**src/rtl/nd_pkg.sv**
```systemverilog
// Shared types, constants and the denomination table of the note dispenser.
`default_nettype none

package nd_pkg;

  localparam int NUM_DENOMS  = 7;
  localparam int IDX_BITS    = $clog2(NUM_DENOMS);
  localparam int DENOM_BITS  = 7;
  localparam int FIELD_BITS  = 16;
  localparam int IN_AMT_BITS = 20;
  localparam int DIV_STEPS   = 8;

  localparam int COUNT_BITS_DEF  = 16;
  localparam int AMOUNT_BITS_DEF = 20;

  typedef enum logic [1:0] {
    ST_DISPENSED = 2'd0,
    ST_SHORT     = 2'd1,
    ST_INVALID   = 2'd2,
    ST_DEPOSIT   = 2'd3
  } status_t;

  typedef struct packed {
    logic                   kind;
    logic [IN_AMT_BITS-1:0] amount;
    logic [FIELD_BITS-1:0]  add_100;
    logic [FIELD_BITS-1:0]  add_50;
    logic [FIELD_BITS-1:0]  add_20;
    logic [FIELD_BITS-1:0]  add_10;
    logic [FIELD_BITS-1:0]  add_5;
    logic [FIELD_BITS-1:0]  add_2;
    logic [FIELD_BITS-1:0]  add_1;
  } in_item_t;

  typedef struct packed {
    status_t               status;
    logic [FIELD_BITS-1:0] used_100;
    logic [FIELD_BITS-1:0] used_50;
    logic [FIELD_BITS-1:0] used_20;
    logic [FIELD_BITS-1:0] used_10;
    logic [FIELD_BITS-1:0] used_5;
    logic [FIELD_BITS-1:0] used_2;
    logic [FIELD_BITS-1:0] used_1;
  } out_item_t;

  // Note value by stock slot, largest first.
  function automatic logic [DENOM_BITS-1:0] denom_of(input logic [IDX_BITS-1:0] idx);
    logic [DENOM_BITS-1:0] val;
    case (idx)
      3'd0:    val = 7'd100;
      3'd1:    val = 7'd50;
      3'd2:    val = 7'd20;
      3'd3:    val = 7'd10;
      3'd4:    val = 7'd5;
      3'd5:    val = 7'd2;
      3'd6:    val = 7'd1;
      default: val = 7'd1;
    endcase
    return val;
  endfunction

endpackage

`default_nettype wire

```
**src/rtl/note_dispenser_greedy_core.sv**
```systemverilog
// Top level of the note dispenser: stock RAM, greedy withdraw sequencer and deposit path.
//
//   channel   dir  handshake              payload
//   -------   ---  ---------------------  ----------------------------------------
//   command   in   start && !busy         item   (kind, amount, add_100 .. add_1)
//   result    out  done, one cycle        result (status, used_100 .. used_1)
//
// A deposit reads and writes back each of the seven stock slots in turn
// through the single RAM port pair. A withdraw runs a greedy pass over the
// seven slots, one shared-divider division per note, then does seven commit
// writes when it succeeds; the shared divider and the one-read RAM set its pace.
// A zero amount is answered in the cycle after accept.
// Reset clears the sequencer and the per-slot valid bits; a slot never
// written reads as zero stock, so no clearing pass is needed.
// The receiver cannot stall: each result beat shows for one cycle, and busy
// drops with it, so the next command can be taken during the result beat.
`default_nettype none

module note_dispenser_greedy_core #(
  parameter int COUNT_BITS  = nd_pkg::COUNT_BITS_DEF,
  parameter int AMOUNT_BITS = nd_pkg::AMOUNT_BITS_DEF
) (
  input  wire logic              clk,
  input  wire logic              rst,
  input  wire logic              start,
  input  wire nd_pkg::in_item_t  item,
  output logic                   busy,
  output logic                   done,
  output nd_pkg::out_item_t      result
);

  import nd_pkg::*;

  localparam int PROD_W = COUNT_BITS + DENOM_BITS;
  localparam int W      = (AMOUNT_BITS > PROD_W) ? AMOUNT_BITS : PROD_W;
  localparam int SUM_W  = ((COUNT_BITS > FIELD_BITS) ? COUNT_BITS : FIELD_BITS) + 1;
  localparam logic [COUNT_BITS-1:0] COUNT_MAX = {COUNT_BITS{1'b1}};
  localparam logic [IDX_BITS-1:0]   LAST_IDX  = IDX_BITS'(NUM_DENOMS - 1);

  typedef enum logic [2:0] {
    IDLE,
    DEP_RD,
    DEP_WR,
    WD_RD,
    WD_DIV,
    WD_TAKE,
    COMMIT
  } state_t;

  state_t                  state;
  in_item_t                item_q;
  logic [IDX_BITS-1:0]     idx;
  logic [AMOUNT_BITS-1:0]  rest;
  logic [PROD_W-1:0]       prod;
  logic [COUNT_BITS-1:0]   take_q [NUM_DENOMS];
  logic [COUNT_BITS-1:0]   left_q [NUM_DENOMS];
  logic [NUM_DENOMS-1:0]   vld;
  logic                    rd_vld;

  logic                    ram_we;
  logic                    ram_re;
  logic [COUNT_BITS-1:0]   ram_wdata;
  logic [COUNT_BITS-1:0]   ram_rdata;
  logic [COUNT_BITS-1:0]   stock_rd;

  logic [AMOUNT_BITS-1:0]  amt_in;
  logic [FIELD_BITS-1:0]   add_sel;
  logic [SUM_W-1:0]        sum_v;
  logic [COUNT_BITS-1:0]   dep_v;
  logic [PROD_W-1:0]       prod_v;
  logic [W-1:0]            fit_w;
  logic [COUNT_BITS-1:0]   take_v;
  logic [COUNT_BITS-1:0]   left_v;
  logic [AMOUNT_BITS-1:0]  rest_v;

  logic                    div_start;
  logic                    div_busy;
  logic                    div_done;
  logic [AMOUNT_BITS-1:0]  div_quot;
  logic [DENOM_BITS-1:0]   div_rem;

  // Result beat that carries only a status, with every note count at zero.
  function automatic out_item_t status_beat(input status_t st);
    out_item_t r;
    r        = '0;
    r.status = st;
    return r;
  endfunction

  // Stock RAM: one slot per note, largest first. The sequencer never reads a
  // slot before its pending write has landed, so no forwarding is needed.
  nd_ram #(
    .WIDTH (COUNT_BITS),
    .DEPTH (NUM_DENOMS)
  ) u_stock (
    .clk     (clk),
    .wr_en   (ram_we),
    .wr_addr (idx),
    .wr_data (ram_wdata),
    .rd_en   (ram_re),
    .rd_addr (idx),
    .rd_data (ram_rdata)
  );

  nd_div #(
    .AMOUNT_BITS (AMOUNT_BITS)
  ) u_div (
    .clk      (clk),
    .rst      (rst),
    .start    (div_start),
    .dividend (rest),
    .divisor  (denom_of(idx)),
    .busy     (div_busy),
    .done     (div_done),
    .quot     (div_quot),
    .rem      (div_rem)
  );

  assign busy      = (state != IDLE);
  assign ram_re    = (state == DEP_RD) || (state == WD_RD);
  assign ram_we    = (state == DEP_WR) || (state == COMMIT);
  assign div_start = (state == WD_RD);

  // Unwritten slots read as empty.
  assign stock_rd = rd_vld ? ram_rdata : '0;
  assign amt_in   = AMOUNT_BITS'(item.amount);

  always_comb begin
    case (idx)
      3'd0:    add_sel = item_q.add_100;
      3'd1:    add_sel = item_q.add_50;
      3'd2:    add_sel = item_q.add_20;
      3'd3:    add_sel = item_q.add_10;
      3'd4:    add_sel = item_q.add_5;
      3'd5:    add_sel = item_q.add_2;
      3'd6:    add_sel = item_q.add_1;
      default: add_sel = '0;
    endcase
  end

  // Deposit: add and saturate at the count ceiling.
  assign sum_v = SUM_W'(stock_rd) + SUM_W'(add_sel);
  assign dep_v = (sum_v > SUM_W'(COUNT_MAX)) ? COUNT_MAX : COUNT_BITS'(sum_v);

  assign ram_wdata = (state == COMMIT) ? left_q[idx] : dep_v;

  // Value of the whole stock of this note; registered before the subtract.
  assign prod_v = PROD_W'(stock_rd) * PROD_W'(denom_of(idx));

  // Greedy pick: take as many as fit, capped by stock.
  always_comb begin
    fit_w = W'(div_quot);
    if (fit_w <= W'(stock_rd)) begin
      take_v = COUNT_BITS'(div_quot);
      rest_v = AMOUNT_BITS'(div_rem);
    end else begin
      take_v = stock_rd;
      rest_v = AMOUNT_BITS'(W'(rest) - W'(prod));
    end
    left_v = stock_rd - take_v;
  end

  always_ff @(posedge clk) begin
    if (rst) begin
      state  <= IDLE;
      done   <= 1'b0;
      vld    <= '0;
      rd_vld <= 1'b0;
    end else begin
      done <= 1'b0;
      if (ram_re) begin
        rd_vld <= vld[idx];
      end
      if (ram_we) begin
        vld[idx] <= 1'b1;
      end
      case (state)
        IDLE: begin
          if (start) begin
            item_q <= item;
            idx    <= '0;
            rest   <= amt_in;
            if (item.kind) begin
              state <= DEP_RD;
            end else if (amt_in == '0) begin
              // Zero amount: reject at once, stock untouched.
              done   <= 1'b1;
              result <= status_beat(ST_INVALID);
            end else begin
              state <= WD_RD;
            end
          end
        end
        DEP_RD: begin
          state <= DEP_WR;
        end
        DEP_WR: begin
          if (idx == LAST_IDX) begin
            done   <= 1'b1;
            result <= status_beat(ST_DEPOSIT);
            state  <= IDLE;
          end else begin
            idx   <= idx + IDX_BITS'(1);
            state <= DEP_RD;
          end
        end
        WD_RD: begin
          state <= WD_DIV;
        end
        WD_DIV: begin
          prod <= prod_v;
          if (div_done) begin
            state <= WD_TAKE;
          end
        end
        WD_TAKE: begin
          take_q[idx] <= take_v;
          left_q[idx] <= left_v;
          rest        <= rest_v;
          if (idx == LAST_IDX) begin
            idx <= '0;
            if (rest_v == '0) begin
              state <= COMMIT;
            end else begin
              // Greedy pass left a remainder: drop the picks.
              done   <= 1'b1;
              result <= status_beat(ST_SHORT);
              state  <= IDLE;
            end
          end else begin
            idx   <= idx + IDX_BITS'(1);
            state <= WD_RD;
          end
        end
        COMMIT: begin
          if (idx == LAST_IDX) begin
            done            <= 1'b1;
            result.status   <= ST_DISPENSED;
            result.used_100 <= FIELD_BITS'(take_q[0]);
            result.used_50  <= FIELD_BITS'(take_q[1]);
            result.used_20  <= FIELD_BITS'(take_q[2]);
            result.used_10  <= FIELD_BITS'(take_q[3]);
            result.used_5   <= FIELD_BITS'(take_q[4]);
            result.used_2   <= FIELD_BITS'(take_q[5]);
            result.used_1   <= FIELD_BITS'(take_q[6]);
            state           <= IDLE;
          end else begin
            idx <= idx + IDX_BITS'(1);
          end
        end
        default: begin
          state <= IDLE;
        end
      endcase
    end
  end

  // Every accepted command either starts work or answers in the next cycle.
  a_accept_progress: assert property (@(posedge clk) disable iff (rst)
    (start && !busy) |=> (busy || done))
    else $error("accepted command neither started nor answered");

  // A result beat only follows a command or work in flight.
  a_done_cause: assert property (@(posedge clk) disable iff (rst)
    done |-> ($past(busy) || $past(start)))
    else $error("result beat without a command");

  // A dispense is reported only after the commit pass.
  a_dispense_commit: assert property (@(posedge clk) disable iff (rst)
    (done && result.status == ST_DISPENSED) |-> ($past(state) == COMMIT))
    else $error("dispense reported without commit");

  // The divider is never restarted mid-division.
  a_div_idle: assert property (@(posedge clk) disable iff (rst)
    div_start |-> !div_busy)
    else $error("divider restarted while busy");

  // Only a dispense carries note counts.
  a_used_zero: assert property (@(posedge clk) disable iff (rst)
    (done && result.status != ST_DISPENSED) |->
      (result.used_100 == '0 && result.used_50 == '0 && result.used_20 == '0 &&
       result.used_10 == '0 && result.used_5 == '0 && result.used_2 == '0 &&
       result.used_1 == '0))
    else $error("note counts on a non-dispense result");

endmodule

`default_nettype wire

```
**src/rtl/nd_ram.sv**
```systemverilog
// Generic single-write, single-read RAM with registered read data.
`default_nettype none

module nd_ram #(
  parameter int WIDTH = 16,
  parameter int DEPTH = 7
) (
  input  wire logic                     clk,
  input  wire logic                     wr_en,
  input  wire logic [$clog2(DEPTH)-1:0] wr_addr,
  input  wire logic [WIDTH-1:0]         wr_data,
  input  wire logic                     rd_en,
  input  wire logic [$clog2(DEPTH)-1:0] rd_addr,
  output logic      [WIDTH-1:0]         rd_data
);

  logic [WIDTH-1:0] mem [DEPTH];

  always_ff @(posedge clk) begin
    if (wr_en) begin
      mem[wr_addr] <= wr_data;
    end
    if (rd_en) begin
      rd_data <= mem[rd_addr];
    end
  end

endmodule

`default_nettype wire

```
**src/rtl/nd_div.sv**
```systemverilog
// Restoring divider of a remainder by a small note value, DIV_STEPS quotient bits per busy cycle.
`default_nettype none

module nd_div #(
  parameter int AMOUNT_BITS = nd_pkg::AMOUNT_BITS_DEF
) (
  input  wire logic                          clk,
  input  wire logic                          rst,
  input  wire logic                          start,
  input  wire logic [AMOUNT_BITS-1:0]        dividend,
  input  wire logic [nd_pkg::DENOM_BITS-1:0] divisor,
  output logic                               busy,
  output logic                               done,
  output logic      [AMOUNT_BITS-1:0]        quot,
  output logic      [nd_pkg::DENOM_BITS-1:0] rem
);

  import nd_pkg::*;

  localparam int NCYC  = (AMOUNT_BITS + DIV_STEPS - 1) / DIV_STEPS;
  localparam int PAD   = NCYC * DIV_STEPS;
  localparam int CNT_W = $clog2(NCYC + 1);

  logic [PAD-1:0]        sh;
  logic [PAD-1:0]        sh_next;
  logic [DENOM_BITS-1:0] r;
  logic [DENOM_BITS-1:0] r_next;
  logic [DENOM_BITS-1:0] dvs;
  logic [DENOM_BITS:0]   trial;
  logic [CNT_W-1:0]      cnt;

  // Partial remainder stays below the divisor, so every step is narrow.
  always_comb begin
    sh_next = sh;
    r_next  = r;
    trial   = '0;
    for (int i = 0; i < DIV_STEPS; i++) begin
      trial   = {r_next, sh_next[PAD-1]};
      sh_next = {sh_next[PAD-2:0], 1'b0};
      if (trial >= {1'b0, dvs}) begin
        trial      = trial - {1'b0, dvs};
        sh_next[0] = 1'b1;
      end
      r_next = trial[DENOM_BITS-1:0];
    end
  end

  always_ff @(posedge clk) begin
    if (rst) begin
      cnt  <= '0;
      done <= 1'b0;
    end else begin
      done <= (cnt == CNT_W'(1));
      if (start) begin
        cnt <= CNT_W'(NCYC);
      end else if (cnt != '0) begin
        cnt <= cnt - CNT_W'(1);
      end
    end
    if (start) begin
      sh  <= PAD'(dividend);
      r   <= '0;
      dvs <= divisor;
    end else if (cnt != '0) begin
      sh <= sh_next;
      r  <= r_next;
    end
  end

  assign busy = (cnt != '0);
  assign quot = AMOUNT_BITS'(sh);
  assign rem  = r;

endmodule

`default_nettype wire

```
**config.mk**
```make
export PLATFORM = sky130hd
export DESIGN_NAME = note_dispenser_greedy_core
export DESIGN_NICKNAME = d
export VERILOG_FILES = /design/src/rtl/nd_pkg.sv /design/src/rtl/note_dispenser_greedy_core.sv /design/src/rtl/nd_ram.sv /design/src/rtl/nd_div.sv
export SDC_FILE = /design/constraint.sdc
export NUM_CORES = 1
export LEC_CHECK = 0
export BUFFER_PORTS_ARGS = -buffer_cell sky130_fd_sc_hd__buf_2
export CELL_PAD_IN_SITES_DETAIL_PLACEMENT = 0
export CELL_PAD_IN_SITES_GLOBAL_PLACEMENT = 1
export CORE_MARGIN = 2
export CORE_UTILIZATION = 40
export CTS_BUF_LIST = sky130_fd_sc_hd__clkbuf_8
export DETAILED_ROUTE_END_ITERATION = 10
export GPL_ROUTABILITY_DRIVEN = 0
export PLACE_DENSITY = 0.68
export SYNTH_ARGS = -nofsm -noshare
export SYNTH_HDL_FRONTEND = slang
export SYNTH_SLANG_ARGS = --single-unit
```
**constraint.sdc**
```tcl
create_clock -name clk -period 24.2 [get_ports clk]
set_clock_uncertainty 0.2 [all_clocks]
set_input_delay 3.63 -clock clk [delete_from_list [all_inputs] [get_ports clk]]
set_output_delay 3.63 -clock clk [all_outputs]
set_load 0.01 [all_outputs]
```
# Yosys cells after proc, flatten, opt, wreduce, memory -nomap -nowiden
# Memory sizes are Yosys's and may differ from the RTL's. A register that Yosys moved wholly into a read port is not among the register bits.
# Index checks and enable logic that the tools add are counted.
# classes
n_addsub	13
mul	1
div_mod_pow	0
magnitude_cmp	12
eq_ne	23
shifts	0
muxes	67
bitwise	2
n_reduce_logical	20
# op_table
op	n
$mux W114	7
$pmux W114 S4	1
$pmux W16 S7	1
$mux W20	4
$ge A8 B7 Y1	8
$mux W16	4
$mux W7	8
$sub A7 B7 Y7	8
$pmux W7 S6	1
$logic_not A20 Y1	2
$pmux W20 S2	1
$mux W3	11
$mux W1	22
$pmux W3 S7	1
$le A20 B16 Y1	1
$mul A16 B7 Y20	1
$sub A20 B20 Y20	1
$eq A3 B3 Y1 const B	6
$add A16 B16 Y17	1
$gt A17 B16 Y1 const B	1
$sub A16 B16 Y16	1
$eq A3 B2 Y1 const B	4
$ne A2 B2 Y1 const B	6
$pmux W3 S3	1
25 further kinds	36
# totals
ff_bits	322
latch_bits	0
ram_bits	336
mem_bits_ro	0
memories	3
# mem_list
name	words	width	read_ports	rd_clocked_by_memory_dff	wr	line_no	rtl
left_q	7	16	1	1	1	note_dispenser_greedy_core.sv:56	logic [COUNT_BITS-1:0] left_q [NUM_DENOMS];
take_q	7	16	7	0	1	note_dispenser_greedy_core.sv:55	logic [COUNT_BITS-1:0] take_q [NUM_DENOMS];
u_stock.mem	7	16	1	1	1	nd_ram.sv:17	logic [WIDTH-1:0] mem [DEPTH];

# Depth between registers and ports, before layout
# depth
ltp_word	18
mapped_depth	83
depth_no_buf	78

# By module
# A second synthesis with hierarchy kept.
# hier_totals
cells_unflattened	2702
hier_area_um2	34792.1
# by_module_without_submodules
module	instances	cells_per_inst	area_each_um2	seq_area_each_um2
note_dispenser_greedy_core	1	1888	24618.6	15104.5
nd_div	1	561	5122.4	1091.0
nd_ram	1	253	5051.1	3843.7

# Worst setup path before layout
# No wires, ideal clock.
# synth_path
path_type	flip-flop to flip-flop
start	register u_div.dvs[1]
end	register u_div.r[0] (netlist: u_div.rem[0])
setup_time_ns	0.122
arrival_ns	15.993
required_time_ns	23.878
setup_slack_ns	7.885
path_stages_with_launch	77
path_buffers	5
synth_period_minus_slack_ns	16.315
cell_sequence	edfxtp_1 > inv_1 > fa_1 > a211oi_2 > o31a_1 > o21a_1 > buf_6 > mux2_2 > fa_1 > nand2b_1 > a21oi_1 > o31a_1 > a2111o_1 > buf_6 > clkbuf_1 > mux2_2 > ha_1 > o21a_1 > [... 41 more ...] > o21ai_0 > o211ai_1 > a21o_1 > nor2_1 > nand3_1 > o31ai_1 > o221ai_1 > ha_1 > nor2b_1 > o21ai_0 > nand2b_1 > a41o_1 > a21o_1 > a21o_1 > a21oi_1 > o211ai_4 > nor4b_2 > a311o_1
# synth_between
elab_chain_cells	16
word_cells_on_any_way	23
# synth_lines
element	line_no	rtl
from (decl)	nd_div.sv:28	logic [DENOM_BITS-1:0] dvs;
from (signal assigned)	nd_div.sv:63	dvs <= divisor;
$sub A7 B7 Y7 / $ge A8 B7 Y1 (equally long branches)	nd_div.sv:41, nd_div.sv:40	
$mux W7	nd_div.sv:40	if (trial >= {1'b0, dvs}) begin
$sub A7 B7 Y7 / $ge A8 B7 Y1 (equally long branches)	nd_div.sv:41, nd_div.sv:40	
$mux W7	nd_div.sv:40	
$sub A7 B7 Y7 / $ge A8 B7 Y1 (equally long branches)	nd_div.sv:41, nd_div.sv:40	
$mux W7	nd_div.sv:40	
$sub A7 B7 Y7 / $ge A8 B7 Y1 (equally long branches)	nd_div.sv:41, nd_div.sv:40	
$mux W7	nd_div.sv:40	
$sub A7 B7 Y7 / $ge A8 B7 Y1 (equally long branches)	nd_div.sv:41, nd_div.sv:40	
$mux W7	nd_div.sv:40	
$sub A7 B7 Y7 / $ge A8 B7 Y1 (equally long branches)	nd_div.sv:41, nd_div.sv:40	
$mux W7	nd_div.sv:40	
$ge A8 B7 Y1 / $sub A7 B7 Y7 (equally long branches)	nd_div.sv:40, nd_div.sv:41	
$mux W7	nd_div.sv:40	
$ge A8 B7 Y1 (*)	nd_div.sv:40	
$mux W7 (*)	nd_div.sv:40	
to (signal assigned)	nd_div.sv:66	r <= r_next;
to (decl)	nd_div.sv:26	logic [DENOM_BITS-1:0] r;
# Mark *: on every way between the ends. The rest lies on a longest branch, timed or not.
# A chain may end at the register's enable or synchronous reset.

# Worst setup path in the final report
# Ends and elaborated chain as after synthesis.

==> qor.yml <==
run_status:
  outcome: "finished, final reports clean"
timing:
  final-max-slew-violation-count: 0
  timing_hold_violations_final: 0
  setup_tns_ps: 0
  rsz_0062_raised_after_global_routing: "no"
  max_slew.worst_pin.slew_ps: 1240
  worst_rel_slew_slack_pct: 17.1
  timing.fmax_ghz: 0.0511
  layout_worst_path_cycle_share_pct: 80.9
  finalSetupViolations: 0
  post-route-min-period_ps: 19580
clocking:
  cts_root_buffer: "clkbuf_8"
  cts_repair_resize_count: 0
  cts_max_level: 3
  clock_sink_count: 677
  cts_max_path_buffers: 3
  post-cts-setup-buffers: 0
  clk-insertion-delay-late_ps: 760
  path_clk_slew_ps: 60
  hold_buffers: 0
  cts-buffers-inserted: 111
  cts_tree: "built"
grt:
  grt_pass1_vias: 22782
  antenna_found_initial: 5
  grt_first_pass_wirelength_um: 136000
  grt_max_degree: 127
  gr-usage-all-layers_pct: 20.7
  grt.overflow.total: 0
setup_path:
  cp.arrival_ps: 19990
  setup.worst_path.start_class: "flip-flop"
  worst_endpoint_required_time_ps: 24610
  slowest_delay_ps: 770
  cp_max_fo: 18
  most_numerous_cell_on_the_critical_path: "o21ai_0"
  timing.critical_path.from: "u_div.dvs[1]$_DFFE_PP_"
  critical_register_to_register_path_startpoint: "u_div.dvs[1]$_DFFE_PP_"
  crit_path_end: "u_div.rem[0]$_SDFFE_PP0P_"
  reg2regPathDepth: 71
  setup.worst_path.end_class: "flip-flop"
  worstSetupPathType: "reg -> reg"
  critical_path.slowest_cell: "edfxtp_1"
  setup.reg_to_reg.worst_slack_ps: 4620
  regToRegEndpoint: "u_div.rem[0]$_SDFFE_PP0P_"
yosys:
  postSynth.topFlopCell: "edfxtp_1"
  seq_area_frac_synth_pct: 59.4
  yosys_register_bits: 677
  synthesis.nets: 3036
  post_synth.cell_area_avg_um2: 12.7
  synth-warning-count: 0
  synth_largest_type_area_fraction_pct: 57.7
  synthesis.instances: 2663
  synth_enable_flop_cells: 648
  syn_area_um2: 33700
  count_of_cell_types_in_the_netlist: 84
  asyncSetResetFlopFracSynth_pct: 0
  synthDominantAreaCellType: "edfxtp_1"
  synth.area.top_cells: "edfxtp_1, ha_1, fa_1, nand2_1, nor2_1"
layout:
  fillCellCount: 7584
  area_growth_syn_to_layout_pct: 14.2
  area_of_the_multi_input_gates_um2: 12600
  seq_area_um2: 20000
  final_nets: 3325
  post_route_cells_drive_above_1_share_pct: 16.8
die:
  initial_utilization_pct: 40.4
  die_w_um: 294
  floorplan.die_area_um2: 86600
  die_height_um: 294
  coreArea_um2: 83600
  io-pin-count: 252
  fp-row-count: 106
placement:
  io_buffers: 251
  dp.final_hpwl_um: 61900
min_path:
  min-delay-path-class: "reg -> reg"
  worstHoldStart: "vld[4]$_SDFFE_PP0N_"
routing:
  post_drt_via_cell_ratio: 5.46
  finalWirelength_um: 90100
  route.detailed.drc: 0
  first_pass_iteration_count_of_the_detailed_router: 7
  detailroute.via_count: 22505
  drt_iter0_markers: 1668
  wl_per_cell_um: 21.9
  drt.antenna.violating_nets: 0
flow_run:
  max_cap_viol_count: 0
[synthesized netlist by cell type (6+ instances only)]
master,count
dfxtp_1,29
nand2b_1,15
and2_1,11
a21oi_1,124
nand3_1,15
nand2_1,233
o21ai_0,113
a211oi_1,6
mux4_2,18
o21bai_1,16
a31oi_1,12
a211o_1,12
nor3_1,30
clkbuf_1,97
o221ai_1,7
a21o_1,30
a21boi_0,15
and3_1,121
o211ai_1,26
xor2_1,21
edfxtp_1,648
a222oi_1,29
o21a_1,17
xnor2_1,55
nand4_1,12
fa_1,78
nor4_1,11
nor2_1,229
inv_1,209
mux2_2,24
buf_1,11
o31ai_1,6
a221oi_1,13
a22oi_1,11
a221o_1,8
mux2i_1,64
nor2b_1,31
ha_1,159
[worst min path at each step]
stage | endpoint | slack (ps) | cells past startpoint
2_1_floorplan | vld[0]$_SDFFE_PP0N_ | 240 | 2
3_3_place_gp | vld[1]$_SDFFE_PP0N_ | 250 | 2
3_5_place_dp | vld[0]$_SDFFE_PP0N_ | 260 | 2
6_report | vld[4]$_SDFFE_PP0N_ | 280 | 2
4_1_cts | vld[0]$_SDFFE_PP0N_ | 280 | 2
5_1_grt | vld[4]$_SDFFE_PP0N_ | 310 | 2
[critical path: cells and delay by family, from the launching register on]
family | cells | cell delay (ps)
DFF | 1 | 770
buffers and inverters | 3 | 600
adders and majority gates | 8 | 2940
muxes | 6 | 2390
and+or+nand+nor | 16 | 3490
AOI/OAI and AO/OA | 38 | 9000
[sequential cells by signal, indices dropped and copies added, names as in the netlist, named ones only]
| signal | flops |
|---|---|
| done | 1 |
| idx | 3 |
| item_q | 112 |
| left_q | 112 |
| prod | 20 |
| rd_vld | 1 |
| rest | 20 |
| result | 114 |
| state | 3 |
| take_q | 112 |
| u_div.cnt | 2 |
| u_div.done | 1 |
| u_div.dvs | 7 |
| u_div.rem | 7 |
| u_div.sh | 24 |
| u_stock.mem | 112 |
| u_stock.rd_data | 16 |
| vld | 7 |
[logic make-up (layout without fill, tap and decap cells)]
logic type	Yosys count	count (layout)	share of synthesized area, %
AO/OA/AOI/OAI	501	501	10.1
XOR/XNOR	76	76	1.97
adder cells (fa/ha/maj)	237	237	10.5
buffers and inverters	324	699	3.68
flip-flops	677	677	59.4
multiplexers	109	109	4.03
other	0	3	0
AND/OR/NAND/NOR	739	739	10.3
[placed cells by master (no fill, tap or decap), types with 8 or more instances in the layout]
| cell type | n |
|---|---|
| a221o_1 | 8 |
| clkinv_1 | 24 |
| nand2b_1 | 15 |
| a221oi_1 | 13 |
| a21oi_1 | 123 |
| a22oi_1 | 11 |
| and2_1 | 11 |
| xor2_1 | 21 |
| o21ai_1 | 9 |
| nor3_1 | 22 |
| mux4_2 | 18 |
| o21ai_0 | 109 |
| nand3_1 | 15 |
| inv_1 | 249 |
| a21o_1 | 30 |
| mux2_2 | 24 |
| nand2_1 | 233 |
| a211o_1 | 12 |
| nor2b_1 | 29 |
| dfxtp_1 | 27 |
| o21bai_1 | 16 |
| mux2i_1 | 64 |
| a222oi_1 | 29 |
| and3_1 | 121 |
| a31oi_1 | 12 |
| buf_2 | 251 |
| nand4_1 | 12 |
| buf_4 | 37 |
| fa_1 | 78 |
| o21a_1 | 17 |
| o211ai_1 | 26 |
| a21boi_0 | 15 |
| edfxtp_1 | 648 |
| xnor2_1 | 55 |
| nor4_1 | 10 |
| clkbuf_8 | 117 |
| nor2_1 | 222 |
| ha_1 | 159 |
[per-stage QoR]
| stage | hold slack, ps | worst slack [ps] | utilization [%] | cells | instance area (um2) |
|---|---|---|---|---|---|
| after detailed placement | 264 | 4890 | 43.4 | 3919 | 36300 |
| after global routing | 310 | 3240 | 46.1 | 4119 | 38500 |
| after global placement | 252 | 5770 | 43.4 | 3919 | 36300 |
| after CTS | 278 | 4800 | 46.1 | 4118 | 38500 |
| final | 276 | 4620 | 46.1 | 4121 | 38500 |
| after floorplan | 240 | 7880 | - | 2663 | 33700 |
[per-layer routing]
layer	track usage [%]	share of wire (%)	vias to the layer above
met3	4.19	7.1	165
met5	0	0.020	-
li1	-	-	10405
met4	6.89	2.8	4
met1	27.8	43	11113
met2	33.7	47	818
[area by class of cell]
| class | count | share of cell area [%] |
|---|---|---|
| well taps | 1080 | 3.51 |
| repair buffers | 288 | 3.98 |
| inverters | 212 | 2.07 |
| clock buffers | 117 | 4.18 |
| flip-flops and latches | 677 | 52.1 |
| diodes | 3 | 0.0195 |
| multi-input cells | 1662 | 32.7 |
| clock inverters | 82 | 1.53 |
Power is not shown: default switching activity piles up to over one toggle a cycle in this logic, so the estimate is an artifact.
